`src/design/tccw_pkg.sv`:
```
`default_nettype none
// ----------------------------------------------------------------------------
// tccw_pkg
// Shared types, codes and constants of the text console character writer.
// ----------------------------------------------------------------------------
package tccw_pkg;

	// screen geometry defaults
	localparam int COLUMNS_DEFAULT = 80;
	localparam int ROWS_DEFAULT    = 25;

	// field widths
	localparam int CHAR_W  = 8;
	localparam int INDEX_W = 11;
	localparam int POS_W   = 11;
	localparam int CELL_W  = 16;
	localparam int ATTR_W  = 8;
	localparam int COLOR_W = 4;

	// request types on the input stream
	localparam logic [1:0] REQ_PUT   = 2'd0;
	localparam logic [1:0] REQ_CLEAR = 2'd1;
	localparam logic [1:0] REQ_READ  = 2'd2;

	// control characters
	localparam logic [CHAR_W-1:0] CHAR_BS    = 8'h08;
	localparam logic [CHAR_W-1:0] CHAR_LF    = 8'h0A;
	localparam logic [CHAR_W-1:0] CHAR_CR    = 8'h0D;
	localparam logic [CHAR_W-1:0] BLANK_CHAR = 8'h20;

	// colour register reset values
	localparam logic [COLOR_W-1:0] FG_RESET = 4'hF;
	localparam logic [COLOR_W-1:0] BG_RESET = 4'h0;
	localparam logic [CELL_W-1:0]  RESET_BLANK = {BG_RESET, FG_RESET, BLANK_CHAR};

	// register indexes (paddr[2])
	localparam logic REG_FG = 1'b0;
	localparam logic REG_BG = 1'b1;

	// command queue between front and back
	localparam int QUEUE_DEPTH = 2;
	localparam int QPTR_W      = (QUEUE_DEPTH > 1) ? $clog2(QUEUE_DEPTH) : 1;

	// classified command kinds
	typedef logic [2:0] kind_t;
	localparam kind_t KIND_PRINT     = 3'd0;
	localparam kind_t KIND_NEWLINE   = 3'd1;
	localparam kind_t KIND_RETURN    = 3'd2;
	localparam kind_t KIND_BACKSPACE = 3'd3;
	localparam kind_t KIND_CLEAR     = 3'd4;
	localparam kind_t KIND_READ      = 3'd5;
	localparam kind_t KIND_NOP       = 3'd6;

	typedef struct packed {
		kind_t              kind;
		logic [CHAR_W-1:0]  ch;
		logic [INDEX_W-1:0] idx;
	} cmd_t;

endpackage
`default_nettype wire

```
`src/design/tccw_queue.sv`:
```
`default_nettype none
// ----------------------------------------------------------------------------
// tccw_queue
// Short command queue between the decode front and the execution back.
// ----------------------------------------------------------------------------
module tccw_queue (
	input  wire                 clk,
	input  wire                 arst_n,
	input  wire                 push,
	input  tccw_pkg::cmd_t      push_cmd,
	input  wire                 pop,
	output logic                full,
	output logic                head_valid,
	output tccw_pkg::cmd_t      head
);
	import tccw_pkg::*;

	cmd_t              entry_q [QUEUE_DEPTH];
	logic [QPTR_W-1:0] wr_ptr_q;
	logic [QPTR_W-1:0] rd_ptr_q;
	logic [QPTR_W:0]   count_q;
	logic              do_pop;

	assign full       = (count_q == (QPTR_W+1)'(QUEUE_DEPTH));
	assign head_valid = (count_q != '0);
	assign head       = entry_q[rd_ptr_q];
	assign do_pop     = pop && head_valid;

	always_ff @(posedge clk or negedge arst_n) begin
		if (!arst_n) begin
			wr_ptr_q <= '0;
			rd_ptr_q <= '0;
			count_q  <= '0;
		end else begin
			if (push)
				wr_ptr_q <= (wr_ptr_q == QPTR_W'(QUEUE_DEPTH-1)) ? '0 : wr_ptr_q + 1'b1;
			if (do_pop)
				rd_ptr_q <= (rd_ptr_q == QPTR_W'(QUEUE_DEPTH-1)) ? '0 : rd_ptr_q + 1'b1;
			if (push && !do_pop)
				count_q <= count_q + 1'b1;
			else if (do_pop && !push)
				count_q <= count_q - 1'b1;
		end
	end

	always_ff @(posedge clk) begin
		if (push)
			entry_q[wr_ptr_q] <= push_cmd;
	end

endmodule
`default_nettype wire

```
`config.mk`:
```
export PLATFORM = sky130hd
export DESIGN_NAME = tccw_queue
export DESIGN_NICKNAME = d
export VERILOG_FILES = /design/src/design/tccw_pkg.sv /design/src/design/tccw_queue.sv
export SDC_FILE = /design/constraint.sdc
export NUM_CORES = 1
export LEC_CHECK = 0
export BUFFER_PORTS_ARGS = -buffer_cell sky130_fd_sc_hd__buf_4
export CORE_MARGIN = 8
export CORE_UTILIZATION = 47
export CTS_CLUSTER_DIAMETER = 30
export DETAILED_ROUTE_END_ITERATION = 10
export GPL_ROUTABILITY_DRIVEN = 0
export PLACE_DENSITY = 0.82
export SLEW_MARGIN = 0
export SYNTH_ARGS = -nofsm -noshare
export SYNTH_HDL_FRONTEND = slang
export SYNTH_SLANG_ARGS = --single-unit
```
`constraint.sdc`:
```
create_clock -name clk -period 2 [get_ports clk]
set_input_delay 0.6 -clock clk [delete_from_list [all_inputs] [get_ports clk]]
set_output_delay 0.6 -clock clk [all_outputs]
set_load 0.01 [all_outputs]
```
==> results.json <==
{
  "outcome": "complete, no violations",
  "max_freq_mhz": 510,
  "syn_area_um2": 1780,
  "setup_viol": 0,
  "cts_inserted_buffers": 5,
  "cts_setup_buffers": 0,
  "clockBufferDepth": 2,
  "cts.sinks": 48,
  "synth_cell_types": 12,
  "drcViolationCount": 0,
  "grt_use_total_pct": 10.6,
  "multi_input_area_um2": 342,
  "dpl_cell_area_um2": 2220,
  "crit_required_ns": 1.40,
  "wl_mm": 3.09,
  "syn_to_final_growth_pct": 31.9,
  "fin_skew_ns": 0.00408,
  "cpMaxStageDelayCell": "dfrtp_2",
  "synth_top_area_share_pct": 74.1,
  "final_common_cell": "buf_4",
  "syn_area_per_cell_um2": 21.2,
  "crit_type": "reg2out",
  "dieWidth_um": 77.6,
  "p_leak_nw": 0.906,
  "startpoint_type": "register",
  "grt_max_degree": 23,
  "finalHoldViolCount": 0,
  "worstPathArrival_ns": 1.36,
  "clockRootBuffer": "clkbuf_8",
  "fin_nets": 170,
  "io_buffers": 49,
  "cpLargestDelayFamily": "flip-flops",
  "period_share_pct": 97.9,
  "grt_pass1_wl_mm": 4.92,
  "dr.pass1.iters": 4,
  "syn_nets": 111,
  "worstMarginPinSlew_ns": 0.297,
  "maxCapViolations": 0,
  "register_area_um2": 1420,
  "layout_common_cells": "51 x buf_4, 44 x edfxtp_1, 22 x mux2_2",
  "crit_fanout": 11,
  "globalRouteOverflowTotal": 0,
  "period_minus_slack_ns": 1.96,
  "ys_seq_area_share_pct": 79.7,
  "clk_latency_ns": 0.29,
  "dieArea_um2": 6020,
  "dp.cells": 183,
  "fill_cells": 281,
  "core_area_um2": 3660,
  "utilization_pct": 64.3,
  "die_h_um": 77.6,
  "path_buf_inv": 2,
  "start_util_pct": 48.7,
  "vias_per_cell": 4.85,
  "diodes": 0,
  "cp_slowest_stage_delay_ns": 0.43,
  "htreeDepth": 2,
  "first_global_vias": 1057,
  "ir_drop_v": 0.000730,
  "met2_usage_pct": 17.3,
  "grt_setup_unrepaired": "yes",
  "rows": 22,
  "ys_warn_count": 0,
  "synth_cells": 84,
  "ios": 50,
  "layout-drive-gt1-share_pct": 59.7,
  "dp_hpwl_mm": 2.22,
  "synth_area_leaders": "edfxtp_1 74%, mux2_2 14%, dfrtp_1 5.6%",
  "wl_per_cell_um": 16.1,
  "final_max_slew_viol_count": 0,
  "met3_usage_pct": 5.99,
  "antenna_found_initial": 0,
  "vias": 931,
  "power_density_nw_per_um2": 1360,
  "endpoint_kind": "output pin",
  "synth_seq_cells": 48,
  "cts_tree": "built",
  "hold_class": "in2async",
  "maxSlewHeadroom_pct": 80.2,
  "cp_cell_sequence": "buf_8 > mux2_2 > buf_4",
  "drtIter0Drc": 37,
  "cts.reportedPaths.clkPinSlew_ns": 0.08,
  "fin_cells": 192,
  "grt.met1_usage_pct": 11.0,
  "grt_busiest_layer": "met2",
  "ant_nets": 0,
  "final.setup.tns_ns": 0,
  "synth_top_area_cell": "edfxtp_1",
  "fin_area_um2": 2350
}
[synthesized netlist by cell type]
master    number
edfxtp_1      44
or2_1          1
and2_1         1
nor2_1         1
buf_6          2
mux2_2        22
nand2_2        1
ha_1           1
xor2_1         3
xnor2_1        2
dfrtp_1        4
nor2b_1        2
[per-stage QoR]
| step | hold slack, ns | power (mW) | setup slack, ns |
|---|---|---|---|
| after global routing | 0.0659 | 3.37 | -0.0166 |
| after detailed placement | 0.399 | 2.52 | 0.345 |
| after global placement | 0.396 | 2.49 | 0.368 |
| after CTS | 0.0694 | 3.19 | -0.000667 |
| final | 0.0871 | 3.19 | 0.0411 |
| after floorplan | 0.304 | 2.05 | 0.381 |
[per-layer routing]
metal  up-vias  wire [um]
li1        436          -
met1       452       1220
met2        39       1560
met3         4        273
met4         0         29
met5         -          0
[cell type report]
cell class	instances	area share, %
sequential	48	60.5
timing repair buffer	54	17.9
multi-input combinational	34	14.5
clock buffer	6	3.09
tap	48	2.55
clock inverter	2	1.49
[state kept, by name, indices dropped and copies added, names as in the netlist]
register and flops:
wr_ptr_q 1, entry_q 44, count_q 2, rd_ptr_q 1
[report_power, final]
| part | switching [mW] | internal (mW) | leakage (nW) |
|---|---|---|---|
| Combinational | 0.487 | 0.615 | 0.392 |
| Sequential | 0.0863 | 1.34 | 0.459 |
| Clock | 0.285 | 0.371 | 0.0552 |
[logic make-up after synthesis]
logic type	Yosys count	synth area share (%)
xor gates and xnor gates	5	2.46
buffers and inverters	2	1.26
adders and majority gates	1	0.702
and+or+nand+nor	6	1.97
DFF	48	79.7
muxes	22	13.9
[worst paths after layout]
check,startpoint,endpoint,slack [ns],depth (start not counted)
max,rd_ptr_q,head[1],0.04,3
min,arst_n,count_q[0],0.09,1
max reg2reg,count_q[0],count_q[1],0.59,6
min reg2reg,count_q[1],count_q[1],0.50,1
max in group asynchronous,arst_n,rd_ptr_q,1.80,1
min in group clk,push_cmd[20],entry_q[0][20],0.49,1
[what timing repair did]
action                                  CTS  global route
cloned                                    0             1
gates resized for setup                   0             7
hold buffers                              0             0
endpoints found under the setup margin    1            22
(Power assumes the default switching activity.)
