[src/design/tccw_pkg.sv]
`default_nettype none
// ----------------------------------------------------------------------------
// tccw_pkg
// Shared types, codes and constants of the text console character writer.
// ----------------------------------------------------------------------------
package tccw_pkg;

	// screen geometry defaults
	localparam int COLUMNS_DEFAULT = 80;
	localparam int ROWS_DEFAULT    = 25;

	// field widths
	localparam int CHAR_W  = 8;
	localparam int INDEX_W = 11;
	localparam int POS_W   = 11;
	localparam int CELL_W  = 16;
	localparam int ATTR_W  = 8;
	localparam int COLOR_W = 4;

	// request types on the input stream
	localparam logic [1:0] REQ_PUT   = 2'd0;
	localparam logic [1:0] REQ_CLEAR = 2'd1;
	localparam logic [1:0] REQ_READ  = 2'd2;

	// control characters
	localparam logic [CHAR_W-1:0] CHAR_BS    = 8'h08;
	localparam logic [CHAR_W-1:0] CHAR_LF    = 8'h0A;
	localparam logic [CHAR_W-1:0] CHAR_CR    = 8'h0D;
	localparam logic [CHAR_W-1:0] BLANK_CHAR = 8'h20;

	// colour register reset values
	localparam logic [COLOR_W-1:0] FG_RESET = 4'hF;
	localparam logic [COLOR_W-1:0] BG_RESET = 4'h0;
	localparam logic [CELL_W-1:0]  RESET_BLANK = {BG_RESET, FG_RESET, BLANK_CHAR};

	// register indexes (paddr[2])
	localparam logic REG_FG = 1'b0;
	localparam logic REG_BG = 1'b1;

	// command queue between front and back
	localparam int QUEUE_DEPTH = 2;
	localparam int QPTR_W      = (QUEUE_DEPTH > 1) ? $clog2(QUEUE_DEPTH) : 1;

	// classified command kinds
	typedef logic [2:0] kind_t;
	localparam kind_t KIND_PRINT     = 3'd0;
	localparam kind_t KIND_NEWLINE   = 3'd1;
	localparam kind_t KIND_RETURN    = 3'd2;
	localparam kind_t KIND_BACKSPACE = 3'd3;
	localparam kind_t KIND_CLEAR     = 3'd4;
	localparam kind_t KIND_READ      = 3'd5;
	localparam kind_t KIND_NOP       = 3'd6;

	typedef struct packed {
		kind_t              kind;
		logic [CHAR_W-1:0]  ch;
		logic [INDEX_W-1:0] idx;
	} cmd_t;

endpackage
`default_nettype wire

[src/design/tccw_front.sv]
`default_nettype none
// ----------------------------------------------------------------------------
// tccw_front
// Input side: takes request words, decodes them into command kinds and pushes
// them into the command queue.
// ----------------------------------------------------------------------------
module tccw_front #(
	parameter int COLUMNS = tccw_pkg::COLUMNS_DEFAULT,
	parameter int ROWS    = tccw_pkg::ROWS_DEFAULT
) (
	input  wire                 s_tvalid,
	output logic                s_tready,
	input  wire  [23:0]         s_tdata,   // char_code[7:0], cell_index[18:8], zero pad
	input  wire  [1:0]          s_tuser,   // req_type[1:0]
	input  wire                 init_busy,
	input  wire                 q_full,
	output logic                push,
	output tccw_pkg::cmd_t      cmd
);
	import tccw_pkg::*;

	localparam int CELL_COUNT = ROWS * COLUMNS;

	logic [CHAR_W-1:0]  ch;
	logic [INDEX_W-1:0] idx;
	kind_t              kind;

	assign ch  = s_tdata[CHAR_W-1:0];
	assign idx = s_tdata[CHAR_W+INDEX_W-1:CHAR_W];

	always_comb begin
		case (s_tuser)
			REQ_PUT: begin
				if (ch == CHAR_LF)
					kind = KIND_NEWLINE;
				else if (ch == CHAR_CR)
					kind = KIND_RETURN;
				else if (ch == CHAR_BS)
					kind = KIND_BACKSPACE;
				else
					kind = KIND_PRINT;
			end
			REQ_CLEAR: kind = KIND_CLEAR;
			// reads past the screen return zero and touch nothing
			REQ_READ: kind = (int'(idx) < CELL_COUNT) ? KIND_READ : KIND_NOP;
			default: kind = KIND_NOP;
		endcase
	end

	assign s_tready = !init_busy && !q_full;
	assign push     = s_tvalid && s_tready;

	assign cmd.kind = kind;
	assign cmd.ch   = ch;
	assign cmd.idx  = idx;

endmodule
`default_nettype wire

[config.mk]
export PLATFORM = sky130hd
export DESIGN_NAME = tccw_front
export DESIGN_NICKNAME = d
export VERILOG_FILES = /design/src/design/tccw_pkg.sv /design/src/design/tccw_front.sv
export SDC_FILE = /design/constraint.sdc
export NUM_CORES = 1
export LEC_CHECK = 0
export ABC_AREA = 1
export BUFFER_PORTS_ARGS = -buffer_cell sky130_fd_sc_hd__buf_2
export CAP_MARGIN = 20
export CORE_AREA = 2 2 39 41
export DETAILED_ROUTE_END_ITERATION = 16
export DIE_AREA = 0 0 41 43
export PLACE_DENSITY = 0.7
export SLEW_MARGIN = 25
export SYNTH_ARGS = -nofsm -noshare
export SYNTH_HDL_FRONTEND = slang
export SYNTH_SLANG_ARGS = --single-unit
export TNS_END_PERCENT = 10
[constraint.sdc]
create_clock -name vclk -period 0.88
set_clock_uncertainty 0.15 [all_clocks]
set_input_delay 0.132 -clock vclk [all_inputs]
set_output_delay 0.132 -clock vclk [all_outputs]
set_load 0.02 [all_outputs]
==> flow_results.org <==
** Floorplan
- X dimension of the die :: 41 um
- The die is 43 um tall.
- Initial Utilization :: 0.2342
- Core region area :: 1384 um2
- Number of standard-cell rows in the floorplan :: 14
- The die covers 1763 um2.
- In this run the count of I/O pins placed on the die edge is 53.

** Hold path
- For hold timing, the worst endpoint is cmd[1].
- Worst hold path stage count :: 0
- In this run the most critical hold path is launched from s_tdata[9].
- Class of the most critical hold timing path :: primary input to output port

** Cells and area
- FFs & Latches :: 0
- In the final layout, the share of cells above drive strength 1 is 0.6951.
- Once layout is complete, the cells apart from fillers number 98.
- Diodes inserted :: 0
- Sequential Area :: 0 um2
- For this run, the share of the core covered by cells in the final layout is 0.3508.
- Post-layout net count :: roughly 110
- The layout has 0 clock buffers.
- Layout-stage area growth over the synthesis result :: 49.81%
- Layout fillers :: between 150 and 200

** Power and ir drop
- Fraction of power consumed by the clock network :: 0
- Power density relative to cell area :: 511.9 nW/um2
- Gate power share :: 1.000
- The worst-case IR drop observed on VDD is 140.8 uV.
- Sequential share of power :: 0
- Leakage :: 0.3019 nW
- Of the total power, the share spent switching nets is 0.5525.
- For this design the total switching power over the nets is 137.3 uW.
- The internal portion of the total power is 111.2 uW.

** Global routing
- The via count of the first global-routing pass came to 306.
- Total track usage :: 0.07293
- Entering global routing, the biggest net connects 4 pins.
- Global-route congestion overflow total :: 0
- Antenna violations before repair :: 0
- The first global-routing pass estimated 986 um of wire.

** Routing
- Overall via count from detail_route :: 408
- Final routed wire length divided by cell count :: 7.378 um
- For this run, the detailed router's first-pass iteration total came to 1.
- Total wire length after detailed routing :: around 720 um
- Antenna viol nets, final :: 0
- In the routed design, unresolved DRC markers number 0.
- After the first detailed-routing iteration, the DRC count stood at 0.
- Dividing the detail-routed via count by the number of cells gives roughly 4.2.

** Critical path
- Of all nets on the critical path, the largest fanout is 3.
- For the worst setup path, the data arrival time is 810 ps.
- STA classifies the critical path endpoint as an output port.
- Worst Path Buf+Inv :: 3
- Chain of cells forming the critical path :: buf_6 > inv_2 > nand2_2 > nor2_4 > nand2_2 > nand2_1 > nand2_1 > nand2_1 > buf_6
- Cell seen most often among critical-path stages :: sky130_fd_sc_hd__nand2_1
- The critical path is of the primary input to output port type.
- In this design, the stage delay of the slowest critical-path cell is 120 ps.
- The cell family contributing the most delay on the critical path is simple AND/OR/NAND/NOR gates.
- The slowest stage of the critical path belongs to the cell sky130_fd_sc_hd__nor2_4.
- The worst setup path is launched from a primary input.
- Required arrival time at the worst endpoint :: 600 ps

** Timing
- Fin Setup TNS :: -408.0 ps
- Subtracting the final worst setup slack from the clock period gives about 1100 ps.
- Achievable frequency :: 0.9177 GHz
- In the post-route analysis, the smallest setup slack over all paths is -209.7 ps.
- Setup violations remaining at the end of the flow were counted as 2.
- Slew of the pin with the lowest slew margin :: 133.2 ps
- Unrepaired setup endpoints after global routing :: yes
- Share of the cycle needed by the critical path after routing :: 1.238
- Pins Over Slew Limit :: 0
- Final hold violations :: 0
- Worst slew margin relative to its limit :: 0.9109

** Placement
- Worst setup timing slack at the placement stage :: -260.4 ps
- Global placer's final weighted congestion :: 0.6186
- After legalization and detailed placement, the total HPWL measured 639.9 um.
- Port Buf Inserts :: 40
- Placed Cells :: 98

** Synth
- Post-Synthesis Cell Area :: 324.1 um2
- Post-Synthesis Cells :: 61
- The share of synthesized area in the top cell type comes to 0.4402.
- A synthesized cell averages ~5.3 um2.
- Synthesized net count :: 90
- Main area contributors after synthesis :: sky130_fd_sc_hd__buf_4 (44%), sky130_fd_sc_hd__nand2_1 (21%), sky130_fd_sc_hd__nor2_1 (9.3%), sky130_fd_sc_hd__inv_1 (8.1%), sky130_fd_sc_hd__inv_2 (3.5%)
- Number of different library cells in the post-synthesis netlist :: 11
- The synthesized design spends more area on one cell type than any other, namely sky130_fd_sc_hd__buf_4.
- The share of the Yosys chip area taken by registers is 0.
- Count leader, synth :: sky130_fd_sc_hd__buf_4
- Top cells by instance count after synthesis :: sky130_fd_sc_hd__buf_4 (19), sky130_fd_sc_hd__nand2_1 (18), sky130_fd_sc_hd__nor2_1 (8)
- Count of synthesis-stage warnings from yosys :: 0

** Status
- Outcome :: finished with violations
- Failing checks :: setup timing

** Clock tree
- The number of hold buffers added after CTS was 0.
- Buffers added to address setup during post-CTS repair amount to 0.

** Flow run
- Across the run, the number of max-cap violations was 0.
-- cell type report --
type               count  area, um2  share of cell area
multi-input cells     32      168.9              0.3479
repair buffers        40      259.0              0.5335
well taps             16      20.02             0.04124
inverters             10      37.54             0.07732
-- kinds of logic after synthesis --
family | after synthesis | share of synthesized area
buf+inv | 29 | 0.5560
simple gates | 32 | 0.4440
-- cell usage in the layout, fill, tap and decap left out --
cell / n
sky130_fd_sc_hd__buf_6: 9
sky130_fd_sc_hd__nand2_1: 15
sky130_fd_sc_hd__nand4_1: 1
sky130_fd_sc_hd__buf_2: 30
sky130_fd_sc_hd__buf_4: 1
sky130_fd_sc_hd__nor2_4: 2
sky130_fd_sc_hd__nor3b_2: 1
sky130_fd_sc_hd__nor2_2: 2
sky130_fd_sc_hd__inv_2: 7
sky130_fd_sc_hd__nand3_1: 1
sky130_fd_sc_hd__inv_1: 3
sky130_fd_sc_hd__nand2_2: 4
sky130_fd_sc_hd__nand3_2: 1
sky130_fd_sc_hd__nor2_1: 5
-- worst max path at each step --
stage          startpoint  endpoint  slack [ps]  depth (start not counted)
6_report       s_tdata[4]   cmd[19]        -210                          9
5_1_grt        s_tdata[4]   cmd[19]        -280                          9
4_1_cts        s_tdata[7]   cmd[20]        -200                          9
3_5_place_dp   s_tdata[4]   cmd[20]        -260                          9
3_3_place_gp   s_tdata[2]   cmd[20]        -250                          9
2_1_floorplan  s_tdata[6]   cmd[19]         -40                          7
-- per-layer routing --
| layer | vias to the layer above | part of all wire | global-route usage |
|---|---|---|---|
| met4 | 0 | 0 | 0 |
| met2 | 31 | 0.56 | 0.1594 |
| met5 | - | 0 | 0 |
| li1 | 206 | - | - |
| met3 | 0 | 0.14 | 0 |
| met1 | 171 | 0.30 | 0.06962 |
-- power groups by stage --
| stage | sequential, mW | clock [mW] | combinational (mW) |
|---|---|---|---|
| floorplan | 0 | 0 | 0.184 |
| global placement | 0 | 0 | 0.209 |
| detailed placement | 0 | 0 | 0.212 |
| CTS | 0 | 0 | 0.241 |
| global route | 0 | 0 | 0.274 |
| finish | 0 | 0 | 0.249 |
-- through the flow --
stage | hold slack [ps] | total power [mW] | cell area [um2]
after floorplan | 165.1 | 0.1839 | 329.1
after global placement | 114.2 | 0.2088 | 406.6
after detailed placement | 114.2 | 0.2115 | 406.6
after CTS | 114.2 | 0.2406 | 462.9
after global routing | 114.0 | 0.2738 | 485.5
final | 114.0 | 0.2485 | 485.5
-- what timing repair did --
| item | 4_1_cts | 5_1_grt |
|---|---|---|
| setup endpoints to repair | 3 | 4 |
| resized for setup | 18 | 5 |
| pin swaps | 7 | 6 |
No activity file was read; power rests on OpenSTA's default activity.
